`src/hw/rtl/ttac_pkg.sv`:
```
// Shared types and constants for the text terminal core.
// Holds the operation codes, control byte values, parser action struct and
// the colour table. No dependencies.
package ttac_pkg;

	// Fixed field widths of the request and response beats.
	localparam int OP_W   = 2;
	localparam int BYTE_W = 8;
	localparam int ROW_W  = 5;
	localparam int COL_W  = 7;
	localparam int CELL_W = 16;
	localparam int NUM_W  = 16;

	typedef enum logic [OP_W-1:0] {
		OP_PUT      = 2'd0,
		OP_READ     = 2'd1,
		OP_CLEAR    = 2'd2,
		OP_SET_ATTR = 2'd3
	} op_t;

	// Byte values that the terminal interprets.
	localparam logic [BYTE_W-1:0] BYTE_ESC      = 8'h1B;
	localparam logic [BYTE_W-1:0] BYTE_LBRACKET = 8'h5B;
	localparam logic [BYTE_W-1:0] BYTE_SGR_END  = 8'h6D;
	localparam logic [BYTE_W-1:0] BYTE_ZERO     = 8'h30;
	localparam logic [BYTE_W-1:0] BYTE_NINE     = 8'h39;
	localparam logic [BYTE_W-1:0] BYTE_LF       = 8'h0A;
	localparam logic [BYTE_W-1:0] BYTE_CR       = 8'h0D;
	localparam logic [BYTE_W-1:0] BYTE_BS       = 8'h08;
	localparam logic [BYTE_W-1:0] BYTE_BLANK    = 8'h20;

	localparam logic [BYTE_W-1:0] ATTR_DEFAULT = 8'h07;
	localparam logic [NUM_W-1:0]  ESC_NUM_MAX  = 16'hFFFF;

	// What the escape parser does with the byte of a put beat.
	typedef struct packed {
		logic              consume;
		logic              attr_ld;
		logic [BYTE_W-1:0] attr_val;
	} esc_act_t;

	// Colour selection: returns {hit, attribute} for an SGR number.
	function automatic logic [BYTE_W:0] sgr_colour(input logic [NUM_W-1:0] code);
		logic [BYTE_W:0] res;
		case (code)
			16'd0:   res = {1'b1, ATTR_DEFAULT};
			16'd30:  res = {1'b1, 8'h00};
			16'd31:  res = {1'b1, 8'h04};
			16'd32:  res = {1'b1, 8'h02};
			16'd33:  res = {1'b1, 8'h0E};
			16'd34:  res = {1'b1, 8'h01};
			16'd35:  res = {1'b1, 8'h05};
			16'd36:  res = {1'b1, 8'h03};
			16'd37:  res = {1'b1, 8'h0F};
			default: res = {1'b0, 8'h00};
		endcase
		return res;
	endfunction

endpackage

```
`src/hw/rtl/ttac_esc_parser.sv`:
```
// ESC [ digits m colour sequence parser for the text terminal core.
// Depends on ttac_pkg for byte constants, the action struct and colour table.
module ttac_esc_parser (
	input  logic                        clk,
	input  logic                        arst_n,
	input  logic                        put,
	input  logic [ttac_pkg::BYTE_W-1:0] ch,
	output ttac_pkg::esc_act_t          act
);

	typedef enum logic [1:0] {
		PH_IDLE   = 2'd0,
		PH_ESC    = 2'd1,
		PH_DIGITS = 2'd2
	} phase_t;

	phase_t                       phase_q, phase_d;
	logic [ttac_pkg::NUM_W-1:0]   num_q, num_d;
	logic [ttac_pkg::NUM_W+3:0]   num_x10;
	logic                         is_digit;

	// Decode the byte against the current phase.
	always_comb begin
		is_digit = (ch >= ttac_pkg::BYTE_ZERO) && (ch <= ttac_pkg::BYTE_NINE);
		num_x10  = ({4'd0, num_q} << 3) + ({4'd0, num_q} << 1) + {16'd0, ch[3:0]};
		act      = '0;
		phase_d  = PH_IDLE;
		num_d    = num_q;
		case (phase_q)
			PH_ESC: begin
				if (ch == ttac_pkg::BYTE_LBRACKET) begin
					act.consume = 1'b1;
					phase_d     = PH_DIGITS;
					num_d       = '0;
				end
			end
			PH_DIGITS: begin
				if (is_digit) begin
					act.consume = 1'b1;
					phase_d     = PH_DIGITS;
					if (num_x10 > {4'd0, ttac_pkg::ESC_NUM_MAX}) begin
						num_d = ttac_pkg::ESC_NUM_MAX;
					end else begin
						num_d = num_x10[ttac_pkg::NUM_W-1:0];
					end
				end else if (ch == ttac_pkg::BYTE_SGR_END) begin
					act.consume                 = 1'b1;
					{act.attr_ld, act.attr_val} = ttac_pkg::sgr_colour(num_q);
				end
			end
			default: begin
				if (ch == ttac_pkg::BYTE_ESC) begin
					act.consume = 1'b1;
					phase_d     = PH_ESC;
				end
			end
		endcase
	end

	// Parser state advances only on a put beat.
	always_ff @(posedge clk or negedge arst_n) begin
		if (!arst_n) begin
			phase_q <= PH_IDLE;
			num_q   <= '0;
		end else if (put) begin
			phase_q <= phase_d;
			num_q   <= num_d;
		end
	end

endmodule

```
`config.mk`:
```
export PLATFORM = sky130hd
export DESIGN_NAME = ttac_esc_parser
export DESIGN_NICKNAME = d
export VERILOG_FILES = /design/src/hw/rtl/ttac_pkg.sv /design/src/hw/rtl/ttac_esc_parser.sv
export SDC_FILE = /design/constraint.sdc
export NUM_CORES = 1
export LEC_CHECK = 0
export BUFFER_PORTS_ARGS = -buffer_cell sky130_fd_sc_hd__buf_2
export CORE_ASPECT_RATIO = 0.6
export CORE_MARGIN = 2
export CORE_UTILIZATION = 50
export CTS_BUF_LIST = sky130_fd_sc_hd__clkbuf_8
export CTS_CLUSTER_DIAMETER = 40
export CTS_CLUSTER_SIZE = 14
export DETAILED_ROUTE_END_ITERATION = 7
export HOLD_SLACK_MARGIN = 0.15
export PLACE_DENSITY = 0.69
export SYNTH_ARGS = -nofsm -noshare
export SYNTH_HDL_FRONTEND = slang
export SYNTH_SLANG_ARGS = --single-unit
```
`constraint.sdc`:
```
create_clock -name clk -period 3.8 [get_ports clk]
set_input_delay 0.76 -clock clk [delete_from_list [all_inputs] [get_ports clk]]
set_output_delay 0.76 -clock clk [all_outputs]
set_load 0.005 [all_outputs]
```
; ---- Yosys cells after proc, flatten, opt, wreduce, memory -nomap -nowiden
; Cells that the tools add are included.
[classes]
mux = 16
n_lt_le_gt_ge = 3
bitwise = 0
shift = 0
multipliers = 0
n_div = 0
reduce_logical = 4
n_eq_ne = 15
add_sub_neg = 2
[ops]
columns = op, n
row1 = equality test 16 x 6 -> 1 bit (second input constant), 6
row2 = case mux 9 bit (9 select lines), 1
row3 = two-way mux 16 bit, 3
row4 = equality test 16 x 5 -> 1 bit (second input constant), 2
row5 = case mux 16 bit (2 select lines), 1
row6 = adder 19 x 17 -> 20 bit, 1
row7 = adder 20 x 4 -> 20 bit, 1
row8 = greater-than comparator 20 x 16 -> 1 bit (second input constant), 1
row9 = two-way mux 9 bit, 2
row10 = equality test 8 x 7 -> 1 bit (second input constant), 2
row11 = zero test 16 bit, 1
row12 = two-way mux 10 bit, 1
row13 = equality test 8 x 5 -> 1 bit (second input constant), 1
row14 = >= comparator 8 x 6 -> 1 bit (second input constant), 1
row15 = less-or-equal comparator 8 x 6 -> 1 bit (second input constant), 1
row16 = two-way mux 1 bit, 4
row17 = two-way mux 2 bit, 2
row18 = != test 2 bit (second input constant), 2
row19 = case mux 2 bit (2 select lines), 1
row20 = AND reduction 4 bit, 1
row21 = equality test 2 x 1 -> 1 bit (second input constant), 1
row22 = equality test 2 bit (second input constant), 1
row23 = case mux 1 bit (2 select lines), 1
row24 = nonzero test 2 bit, 1
row25 = logical AND 1 bit, 1
[totals]
mem_count = 0
latch_bits = 0
input_bits = 11
wordCells = 42
ramBits = 0
romBits = 0
register_bits = 18
output_inout_bits = 10

; ---- Depth between registers and ports, before layout
; Gate-level depths: netlist (run 1).
[logic_depth]
word_depth = 6
depth_mapped = 12
depth_no_buf = 11

; ---- Least setup slack after synthesis (run 1)
; OpenSTA, ideal clock, no wires.
[synth_timing]
kind = input port to flip-flop
startpoint = in ch[3] (netlist name)
endpoint = reg num_q[9] (netlist name)
arrival_ns = 3.297
setup_slack_ns = 0.357
required_time_ns = 3.654
path_buffers = 1
stages = 12
setup_ns = 0.146
path_cell_list = inv_1 fa_1 inv_1 fa_1 a211oi_1 o21ai_1 nand2_2 mux2_4 a32oi_2 and2_1 buf_4 a41oi_2
[synth_via]
elab_chain_cells = 5
elab_cells_between_ends = 12
classes_between = add/sub (1) / order compare (3) / eq/ne (3) / mux (3) / reduce/logical (2)
[synth_lines]
columns = item, line
row1 = start: declaration, ttac_esc_parser.sv:7  ; input logic [ttac_pkg::BYTE_W-1:0] ch,
row2 = adder 20 x 4 -> 20 bit, ttac_esc_parser.sv:25  ; num_x10 = ({4'd0, num_q} << 3) + ({4'd0, num_q} << 1) + {16'd0, ch[3:0]};
row3 = greater-than comparator 20 x 16 -> 1 bit, ttac_esc_parser.sv:41  ; if (num_x10 > {4'd0, ttac_pkg::ESC_NUM_MAX}) begin
row4 = two-way mux 16 bit, ttac_esc_parser.sv:41
row5 = two-way mux 16 bit, ttac_esc_parser.sv:38  ; if (is_digit) begin
row6 = case mux 16 bit (2 select lines), ttac_esc_parser.sv:29  ; case (phase_q)
row7 = end signal: assignment, ttac_esc_parser.sv:67  ; num_q <= num_d;
row8 = end: declaration, ttac_esc_parser.sv:18  ; logic [ttac_pkg::NUM_W-1:0] num_q, num_d;
; Parallel ways exist; a longest one is shown, timed or not. The select of a mux whose other input is x is not followed.
; A chain may end at the register's enable or synchronous reset.

; ---- Worst setup path after layout (run 1)
[layout_timing]
startpoint = in ch[3] (netlist name)
endpoint = reg num_q[13] (netlist name)
; The elaborated chain is that of the path after synthesis.

==> results.md, run 1 <==
- Outcome: finished, final reports clean
- GR Util met3: roughly 4.8%
- Critical Path End Type: register
- Root Buffer: clkbuf_8
- Worst EP arrival: 3.64 ns
- Slew HR: 64.04%
- DRC: 0
- Hold crit path type: input port to async pin
- Cell taking the most area after synthesis: dfrtp_1
- Num CTS Buffers: 3
- Grt peak-use layer: met1
- Cells after Synth: 263
- Setup ws final: just under 0.3 ns
- Initial Util: ~53%
- Final Hold Viols: 0
- Final setup viols: 0
- RSZ-0062 raised after global routing: no
- Clk_lat worst skew: between 0.2 and 0.3 ns
- TritonCTS clock tree: done
- Post-route ant nets: 0
- FF+latch count, synth: 18
- Routed wire length: between 5 and 6 mm
- Via count: roughly 2,000
- Worst path max stage delay: approximately 0.53 ns
- Tot GR Track Use: 22.17%
- Combined area of the multi-input logic cells: 1648 sq um
- Grt met2 use: 27.81%
- Vias per Instance: 5.952
- Max Cap Viol: 0
- Ant. Diodes: 0
- CP max FO: 5
- Vias in the first global route: between 1,500 and 2,000
- Top cell type's share of synthesized area: between 20% and 30%
- Dpl ws: ~0.034 ns
- FMAX: 284.9 MHz
- FF/Latch Area: 450.4 sq um
- Pwr dens: 143.3 nW/um^2
- Static Leakage: 1.193 nW
- Crit-path cells: buf_2 -> inv_1 -> fa_1 -> inv_1 -> fa_1 -> a211oi_1 -> o21ai_1 -> nand2_2 -> mux2_4 -> a32oi_2 -> a31oi_2 -> a221o_1
- TritonRoute pass-1 iters: 4
- Slew Viols, Final: 0
- Post-synth cell types: 56
- Synthesis warning total: 0
- Final min period: 3.510 ns
- Required @ worst endpoint: roughly 4 ns
- Placement Cell Area: 2332 sq um
- Fillcell total: ~410
- Setup_tns: 0 ns
- Die Y: between 50 and 60 um
- Initial antenna violation count: 0
- Port bufs: 16
- FF-to-FF Start: num_q[2]$_DFFE_PN0P_
- Worst R2R End: num_q[13]$_DFFE_PN0P_
- Setup Buffers After CTS: 0
- Nets: 323
- Measured slew at the worst slew-check pin: 0.5345 ns
- Largest net degree at the start of global routing: 28
- Core area: between 4000 and 5000 sq um
- H-tree lvl count: 1
- Clock sinks: 18
- Seq/Total Area, Yosys: 20.36%
- Hold slack: 0.4297 ns
- Clock Tree Buf Depth: 2
- Post-route design area: 2374 sq um
- R2R Setup Slk: 0.43 ns
- Layout cells sized above 1: 12.36%
- Mean Syn Cell Area: 8.411 sq um
- Commonest cells in the netlist: a21oi_1 (34), ha_1 (33), dfrtp_1 (18)
- CP Launch Type: input port
- Die ar.: 4990 sq um
- Synth area leaders: dfrtp_1 (20%), ha_1 (19%), a21oi_1 (7.7%)
- GPL Wtd Cong: 0.8711
- Syn Std Cell Area: 2212 sq um
- Post-CTS Hold Buffers: 0
- Die X: 89.87 um
- Post_cts resized: 0
- Rows: 18
- Synth-to-layout area growth: 7.297%
- Type of the worst setup path: input port to register
- First-pass GRT wire length: between 9 and 10 mm
- Starting DRT DRC Count: approximately 140
- Final cycle utilization of the critical path: around 92%
- I/O pin total: 21
- Max VDD drop: 118.9 uV
- EDFF count, synth: 0
- GR Util met1: 37.97%
- Count leader, synth: a21oi_1
- Slowest cell on crit path: fa_1
- Routed len/inst: between 15 and 20 um
- FFs w/ async S/R, synth: 100.0%
- Ys flop type: dfrtp_1
- Worst Skew: around 0.0031 ns
- R2R depth: 11
- DP HPWL: 4.254 mm
- CTS clk-pin slew, worst paths: 0.06 ns
- Gr ovfl total: 0
-- layout make-up --
cell class	count	area share, %
clock buffers	3	1.740
inverters	11	1.740
multi-input cells	222	69.43
flip-flops and latches	18	18.98
well taps	60	3.163
repair buffers	21	4.955
-- registers in the layout (all words and copies together) (netlist names) --
| name | count |
|---|---|
| phase_q | 2 |
| num_q | 16 |
-- metrics by stage --
step	util (%)	total power (W)	instances
detailed placement	55.68	0.0002154	332
global route	56.66	0.0003532	335
floorplan	-	0.0002063	266
global placement	55.68	0.0002153	332
finish	56.66	0.0003401	335
CTS	56.66	0.0003412	335
-- cells in the final DEF, fill, tap and decap left out, drive strengths merged, types with 3 or more instances in the layout --
cell    netlist  layout
a21o          7       7
a21oi        36      36
a221o         5       5
a31oi        13      13
and3          3       3
buf           7      21
clkbuf        8       3
conb          1       4
dfrtp        18      18
ha           33      33
inv          11      11
nand2        18      18
nand3         6       6
nor2         14      14
nor2b         4       4
nor4          3       3
o211ai        5       5
o21a          6       6
o21ai        12      12
or2           3       3
or4           3       3
xnor2         8       8
xor2          6       6
-- power by group --
| group | leakage, nW | internal [W] | total (W) | switching, W |
|---|---|---|---|---|
| sequential | 0.252 | 0.000192 | 0.000192 | 0.0000000278 |
| clock | 0.0216 | 0.0000703 | 0.000128 | 0.0000579 |
| combinational | 0.920 | 0.00000719 | 0.0000201 | 0.0000129 |
-- cells by family (layout without fill, tap and decap cells) --
family | count (synthesis) | in the layout | share of synthesized area, %
compound gates | 102 | 102 | 31.79
simple gates | 66 | 66 | 15.33
fa+ha+maj | 35 | 35 | 20.48
buf+inv | 26 | 35 | 5.656
flops | 18 | 18 | 20.36
xor+xnor | 14 | 14 | 5.543
other cells | 1 | 4 | 0.1695
mux | 1 | 1 | 0.6785
-- metal layers --
metal  share of wire [%]  wire (um)
met1                  56       2939
met4                0.23         12
met2                  36       1902
met3                 7.1        372
met5                   0          0
-- worst max-delay path by stage --
stage / from / slack (ns) / end / depth (start not counted)
finish: ch[3] / 0.29 / num_q[13]$_DFFE_PN0P_ / 12
global route: ch[3] / 0.16 / num_q[14]$_DFFE_PN0P_ / 12
global placement: ch[3] / 0.11 / num_q[13]$_DFFE_PN0P_ / 12
CTS: ch[3] / 0.29 / num_q[15]$_DFFE_PN0P_ / 12
floorplan: ch[3] / 0.36 / num_q[9]$_DFFE_PN0P_ / 12
detailed placement: ch[3] / 0.03 / num_q[15]$_DFFE_PN0P_ / 12
-- critical path, delay by kind of cell --
kind | cells | cell delay [ns]
and+or+nand+nor | 1 | 0.11
muxes | 1 | 0.30
adders and majority gates | 2 | 1.00
AOI/OAI and AO/OA | 5 | 1.20
buffers and inverters | 3 | 0.25
No activity file was read; power rests on OpenSTA's default activity.
==> run 2: changes to the inputs <==
--- a/config.mk
+++ b/config.mk
@@ -13,6 +13,7 @@
 export CTS_CLUSTER_DIAMETER = 40
 export CTS_CLUSTER_SIZE = 14
 export DETAILED_ROUTE_END_ITERATION = 7
+export GPL_ROUTABILITY_DRIVEN = 0
 export HOLD_SLACK_MARGIN = 0.15
 export PLACE_DENSITY = 0.69
 export SYNTH_ARGS = -nofsm -noshare
==> constraint.sdc (replaced) <==
create_clock -name clk -period 3.7 [get_ports clk]
set_input_delay 0.74 -clock clk [delete_from_list [all_inputs] [get_ports clk]]
set_output_delay 0.74 -clock clk [all_outputs]
set_load 0.005 [all_outputs]
==> results.md, run 2 (synthesized netlist as in run 1, its figures left out) <==
- Vias per Instance: 5.985 (+0.55%)
- DRC: 0 (unchanged)
- H-tree lvl count: 1 (unchanged)
- First-pass GRT wire length: 9.149 mm (+0.31%)
- CP Launch Type: input port
- Ant. Diodes: 0 (unchanged)
- Clock share of power: 37.3% (-0.4 points)
- Final cycle utilization of the critical path: 93.58%
- FMAX: 288.8 MHz
- Vias in the first global route: 1,906 (+3.9%)
- Combined area of the multi-input logic cells: 1648 sq um (unchanged)
- Sw frac: 20.46% (-0.39 points)
- Initial Util: 52.81% (unchanged)
- Max Cap Viol: 0 (unchanged)
- Layout cells sized above 1: 13.62% (+1.3 points)
- Most frequent cells in the layout: a21oi_1 (34), ha_1 (33), dfrtp_1 (18)
- Final Hold Viols: 0 (unchanged)
- Die X: 89.87 um (unchanged)
- Post-route ant nets: 0 (unchanged)
- FF/Latch Area: 450.4 sq um (unchanged)
- Slew Viols, Final: 0 (unchanged)
- Sequential share of power: 56.6% (+0.2 points)
- Commonest non-fill, non-tap cell in the layout: a21oi_1
- CP max FO: 5 (unchanged)
- TritonCTS clock tree: done
- Power Total: 0.0003477 W (+2.2%)
- Fillcell total: 412 (+0.73%)
- Post-CTS Hold Buffers: 0 (unchanged)
- Die Y: 55.52 um (unchanged)
- I/O pin total: 21 (unchanged)
- Final setup viols: 0 (unchanged)
- Worst Skew: 0.003025 ns (-0.00007563 ns)
- Static Leakage: 1.214 nW (+1.7%)
- Starting DRT DRC Count: 113 (-17%)
- Biggest regs: num_q: 16 flops, phase_q: 2 flops
- Core area: 4189 sq um (unchanged)
- Routed len/inst: 15.82 um (+1.4%)
- Largest net degree at the start of global routing: 28 (unchanged)
- Clock sinks: 18 (unchanged)
- Pwr dens: 144.6 nW/um^2 (+0.96%)
- DP HPWL: 4.357 mm (+2.4%)
- Hold crit path type: input port to async pin
- Gr ovfl total: 0 (unchanged)
- Clock Tree Buf Depth: 2 (unchanged)
- Tot GR Track Use: 22.53% (+0.36 points)
- Slew HR: 65.45% (+1.4 points)
- Final Core Density: 57.38% (+0.72 points)
- Clk_lat worst skew: 0.25 ns (about the same)
- Critical Path End Type: register
- Nets: 327 (+1.2%)
- Worst EP arrival: 3.59 ns (-0.05 ns)
- Type of the worst setup path: input port to register
- Num CTS Buffers: 3 (unchanged)
- Port bufs: 16 (unchanged)
- Post_cts resized: 0 (unchanged)
- Gate power share: 6.0% (about the same)
- Synth-to-layout area growth: 8.654%
- Switch Pwr: 0.00007113 W (+0.33%)
- Number of flip-flops in the largest register: 16 (unchanged)
- Via count: 2,029 (+1.8%)
- Initial antenna violation count: 0 (unchanged)
- Required @ worst endpoint: 3.83 ns (-0.10 ns)
- Measured slew at the worst slew-check pin: 0.5183 ns (-0.01619 ns)
- Routed wire length: 5.362 mm (+2.6%)
- Internal power: 0.0002765 W (+2.7%)
- Largest reg by FF count: num_q
- Die ar.: 4990 sq um (unchanged)
- Outcome: finished, final reports clean
- Root Buffer: clkbuf_8
- TritonRoute pass-1 iters: 4 (unchanged)
- Final min period: 3.462 ns
- RSZ-0062 raised after global routing: no
- Setup Buffers After CTS: 0 (unchanged)
- Max VDD drop: 118.5 uV (-0.33%)
- Rows: 18 (unchanged)
- CTS clk-pin slew, worst paths: 0.06 ns (about the same)
==> run 2: cell count changes in the layout (fill, tap and decap cells not counted), sizes merged <==
cell	before	now
buf	21	25
==> run 2: routing by layer <==
metal / routed length [um] / vias to the layer above / GRT usage [%]
met3: 484 / 2 / 7.503
li1: - / 1029 / -
met5: 0 / - / 0
met2: 1980 / 61 / 29.44
met1: 2888 / 937 / 36.13
met4: 8 / 0 / 2.198
==> run 2: critical path, stage by stage <==
cell and delay [ns]:
buf_2 0.12, inv_1 0.07, fa_1 0.54, inv_1 0.08
fa_1 0.45, a211oi_1 0.32, o21ai_1 0.17, nand2_2 0.11
mux2_4 0.30, a32oi_2 0.24, a31oi_2 0.17, a221o_1 0.29
==> run 2: final timing paths <==
| check | startpoint | to | slack, ns | cells past startpoint |
|---|---|---|---|---|
| worst min-delay path | arst_n | phase_q[0]$_DFFE_PN0P_ | 0.41 | 1 |
| worst max register to register | num_q[0]$_DFFE_PN0P_ | num_q[15]$_DFFE_PN0P_ | 0.43 | 11 |
| worst min register to register | phase_q[1]$_DFFE_PN0P_ | phase_q[1]$_DFFE_PN0P_ | 0.58 | 2 |
| min in group clk | phase_q[1]$_DFFE_PN0P_ | phase_q[1]$_DFFE_PN0P_ | 0.58 | 2 |
| worst max-delay path | ch[3] | num_q[15]$_DFFE_PN0P_ | 0.24 | 12 |
| max in group asynchronous | arst_n | num_q[12]$_DFFE_PN0P_ | 3.01 | 1 |
==> run 2: layout make-up <==
class                      count  area share, %
multi-input combinational    222          68.56
sequential                    18          18.74
timing repair buffer          25          6.143
tap                           60          3.123
clock buffer                   3          1.718
inverter                      11          1.718
==> run 2: power by group through the flow <==
stage | clock network, W | registers (W) | logic [W]
6_report | 0.000130 | 0.000197 | 0.0000209
5_1_grt | 0.000140 | 0.000197 | 0.0000247
2_1_floorplan | 0 | 0.000201 | 0.0000113
4_1_cts | 0.000131 | 0.000197 | 0.0000214
3_3_place_gp | 0 | 0.000201 | 0.0000205
3_5_place_dp | 0 | 0.000201 | 0.0000212
==> run 2: per-stage QoR <==
stage	cells	cell area, sq um	hold WS, ns	setup TNS [ns]	setup WS (ns)
after floorplan	266	2223	0.4444	0	0.2772
after global placement	336	2362	0.5681	0	0.07143
after detailed placement	336	2362	0.5713	-0.02165	-0.01326
after CTS	339	2404	0.4212	0	0.2406
after global routing	339	2404	0.4442	0	0.09566
final	339	2404	0.4106	0	0.2377
==> run 3: changes to the inputs <==
--- a/config.mk
+++ b/config.mk
@@ -8,14 +8,13 @@
 export BUFFER_PORTS_ARGS = -buffer_cell sky130_fd_sc_hd__buf_2
 export CORE_ASPECT_RATIO = 0.6
 export CORE_MARGIN = 2
-export CORE_UTILIZATION = 50
+export CORE_UTILIZATION = 25
 export CTS_BUF_LIST = sky130_fd_sc_hd__clkbuf_8
 export CTS_CLUSTER_DIAMETER = 40
 export CTS_CLUSTER_SIZE = 14
 export DETAILED_ROUTE_END_ITERATION = 7
 export GPL_ROUTABILITY_DRIVEN = 0
 export HOLD_SLACK_MARGIN = 0.15
-export PLACE_DENSITY = 0.69
 export SYNTH_ARGS = -nofsm -noshare
 export SYNTH_HDL_FRONTEND = slang
 export SYNTH_SLANG_ARGS = --single-unit
==> constraint.sdc (replaced) <==
create_clock -name clk -period 3.3 [get_ports clk]
set_input_delay 0.66 -clock clk [delete_from_list [all_inputs] [get_ports clk]]
set_output_delay 0.66 -clock clk [all_outputs]
set_load 0.005 [all_outputs]
==> results.md, run 3 (synthesized netlist as in run 1, its figures left out) <==
- Outcome: finished, final reports clean
- FF-to-FF Start: num_q[0]$_DFFE_PN0P_
- Routed wire length: 5.791 mm (+8.0%)
- Switch Pwr: 0.00008530 W (+20%)
- Clock share of power: 38.0% (+0.7 points)
- Largest reg by FF count: num_q
- Biggest regs: num_q: 16 flops, phase_q: 2 flops
- TritonCTS clock tree: done
- TritonRoute pass-1 iters: 4 (unchanged)
- Tot GR Track Use: 11.56% (-11 points)
- Critical Path End Type: register
- Gate power share: 6.5% (+0.5 points)
- Clock sinks: 18 (unchanged)
- Sequential share of power: 55.6% (-1.0 points)
- Hold crit path type: input port to async pin
- H-tree lvl count: 1 (unchanged)
- Final setup viols: 0 (unchanged)
- Vias in the first global route: 1,855 (-2.7%)
- Via count: 2,091 (+3.1%)
- CTS clk-pin slew, worst paths: 0.06 ns (about the same)
- Setup_tns: 0 ns (unchanged)
- Port bufs: 16 (unchanged)
- Ant. Diodes: 0 (unchanged)
- Static Leakage: 1.241 nW (+2.2%)
- Post-route ant nets: 0 (unchanged)
- DRC: 0 (unchanged)
- I/O pin total: 21 (unchanged)
- Most frequent cells in the layout: a21oi_1 (33), ha_1 (33), dfrtp_1 (18)
- FMAX: 315.8 MHz
- Final cycle utilization of the critical path: 95.95%
- Synth-to-layout area growth: 14.65%
- Fillcell total: 904 (+120%)
- Die X: 125.4 um (+40%)
- CP Launch Type: input port
- Final Hold Viols: 0 (unchanged)
- Crit. Startpoint: ch[3]
- Die ar.: 9642 sq um (+93%)
- Vias per Instance: 5.294 (-12%)
- Root Buffer: clkbuf_8
- Final min period: 3.166 ns
- Core area: 8556 sq um (+100%)
- Final Core Density: 29.64% (-28 points)
- Slew Viols, Final: 0 (unchanged)
- Largest net degree at the start of global routing: 28 (unchanged)
- Clock Tree Buf Depth: 2 (unchanged)
- Num CTS Buffers: 3 (unchanged)
- Initial Util: 25.86% (-27 points)
- Rows: 26 (+8)
- Die Y: 76.87 um (+38%)
- DP HPWL: 4.647 mm (+6.7%)
- Worst Skew: 0.001778 ns (-0.001247 ns)
- Sw frac: 21.48% (+1.0 points)
- Hold slack: 0.3232 ns (-0.08742 ns)
- Clk_lat worst skew: 0.25 ns (about the same)
- First-pass GRT wire length: 9.390 mm (+2.6%)
- Type of the worst setup path: input port to register
- Nets: 331 (+1.2%)
- Post-CTS Hold Buffers: 0 (unchanged)
- Slew HR: 65.04% (-0.41 points)
- Required @ worst endpoint: 3.44 ns (-0.39 ns)
- Dpl ws: -0.2085 ns (-0.1952 ns)
- R2R Setup Slk: 0.24 ns (-0.19 ns)
- CP max FO: 5 (unchanged)
- Pwr dens: 156.6 nW/um^2 (+8.2%)
- Starting DRT DRC Count: 218 (+93%)
- Initial antenna violation count: 0 (unchanged)
- Number of flip-flops in the largest register: 16 (unchanged)
- Layout cells sized above 1: 16.61% (+3.0 points)
- Internal power: 0.0003118 W (+13%)
- Setup ws final: 0.1337 ns (-0.1040 ns)
- Worst EP arrival: 3.30 ns (-0.29 ns)
- Max VDD drop: 94.35 uV (-20%)
- Measured slew at the worst slew-check pin: 0.5245 ns (+0.006194 ns)
- Gr ovfl total: 0 (unchanged)
- RSZ-0062 raised after global routing: no
- Max Cap Viol: 0 (unchanged)
- Routed len/inst: 14.66 um (-7.3%)
-- run 3: cell types whose count changed in the layout (fill, tap and decap cells not counted), sizes merged --
| cell | delta |
|---|---|
| buf | +4 |
-- run 3: final timing paths --
kind | cells after the start | to
max | 12 | num_q[15]$_DFFE_PN0P_
min | 1 | num_q[15]$_DFFE_PN0P_
max reg2reg | 11 | num_q[15]$_DFFE_PN0P_
min reg2reg | 2 | phase_q[1]$_DFFE_PN0P_
max in group asynchronous | 1 | num_q[7]$_DFFE_PN0P_
min in group clk | 2 | phase_q[1]$_DFFE_PN0P_
-- run 3: routing by layer --
layer	wire, um	GRT usage (%)	vias up
li1	-	-	1035
met2	2183	14.49	77
met5	0	0	-
met1	3118	19.90	977
met4	14	1.000	0
met3	475	2.163	2
-- run 3: cell type report --
type	instances	area [sq um]	share of cell area [%]
Clock buffer	3	41.29	1.628
Sequential cell	18	450.4	17.76
Tap cell	112	140.1	5.525
Multi-Input combinational cell	222	1685	66.45
Timing Repair Buffer	29	177.7	7.005
Inverter	11	41.29	1.628
-- run 3: timing repair --
item,CTS,global route
resized for setup,0,6
setup buffers,0,0
endpoints found under the setup margin,0,13
-- run 3: power groups by stage --
stage,sequential [W],combinational [W],clock [W]
2_1_floorplan,0.000225,0.0000127,0
3_3_place_gp,0.000225,0.0000248,0
3_5_place_dp,0.000225,0.0000254,0
4_1_cts,0.000221,0.0000256,0.000153
5_1_grt,0.000220,0.0000297,0.000167
6_report,0.000221,0.0000256,0.000151
-- run 3: critical path, cell delays in order --
cell      delay (ns)
buf_2           0.09
inv_1           0.05
fa_1            0.52
inv_1           0.07
fa_2            0.40
a211oi_2        0.25
o21ai_2         0.11
nand2_2         0.10
mux2_4          0.32
a32oi_4         0.29
a31oi_4         0.16
a221o_1         0.28
-- run 3: through the flow --
step,power [W],instances,area (sq um)
finish,0.0003971,395,2536
CTS,0.0003992,395,2504
floorplan,0.0002376,266,2228
global route,0.0004173,395,2536
global placement,0.0002497,392,2462
detailed placement,0.0002502,392,2462
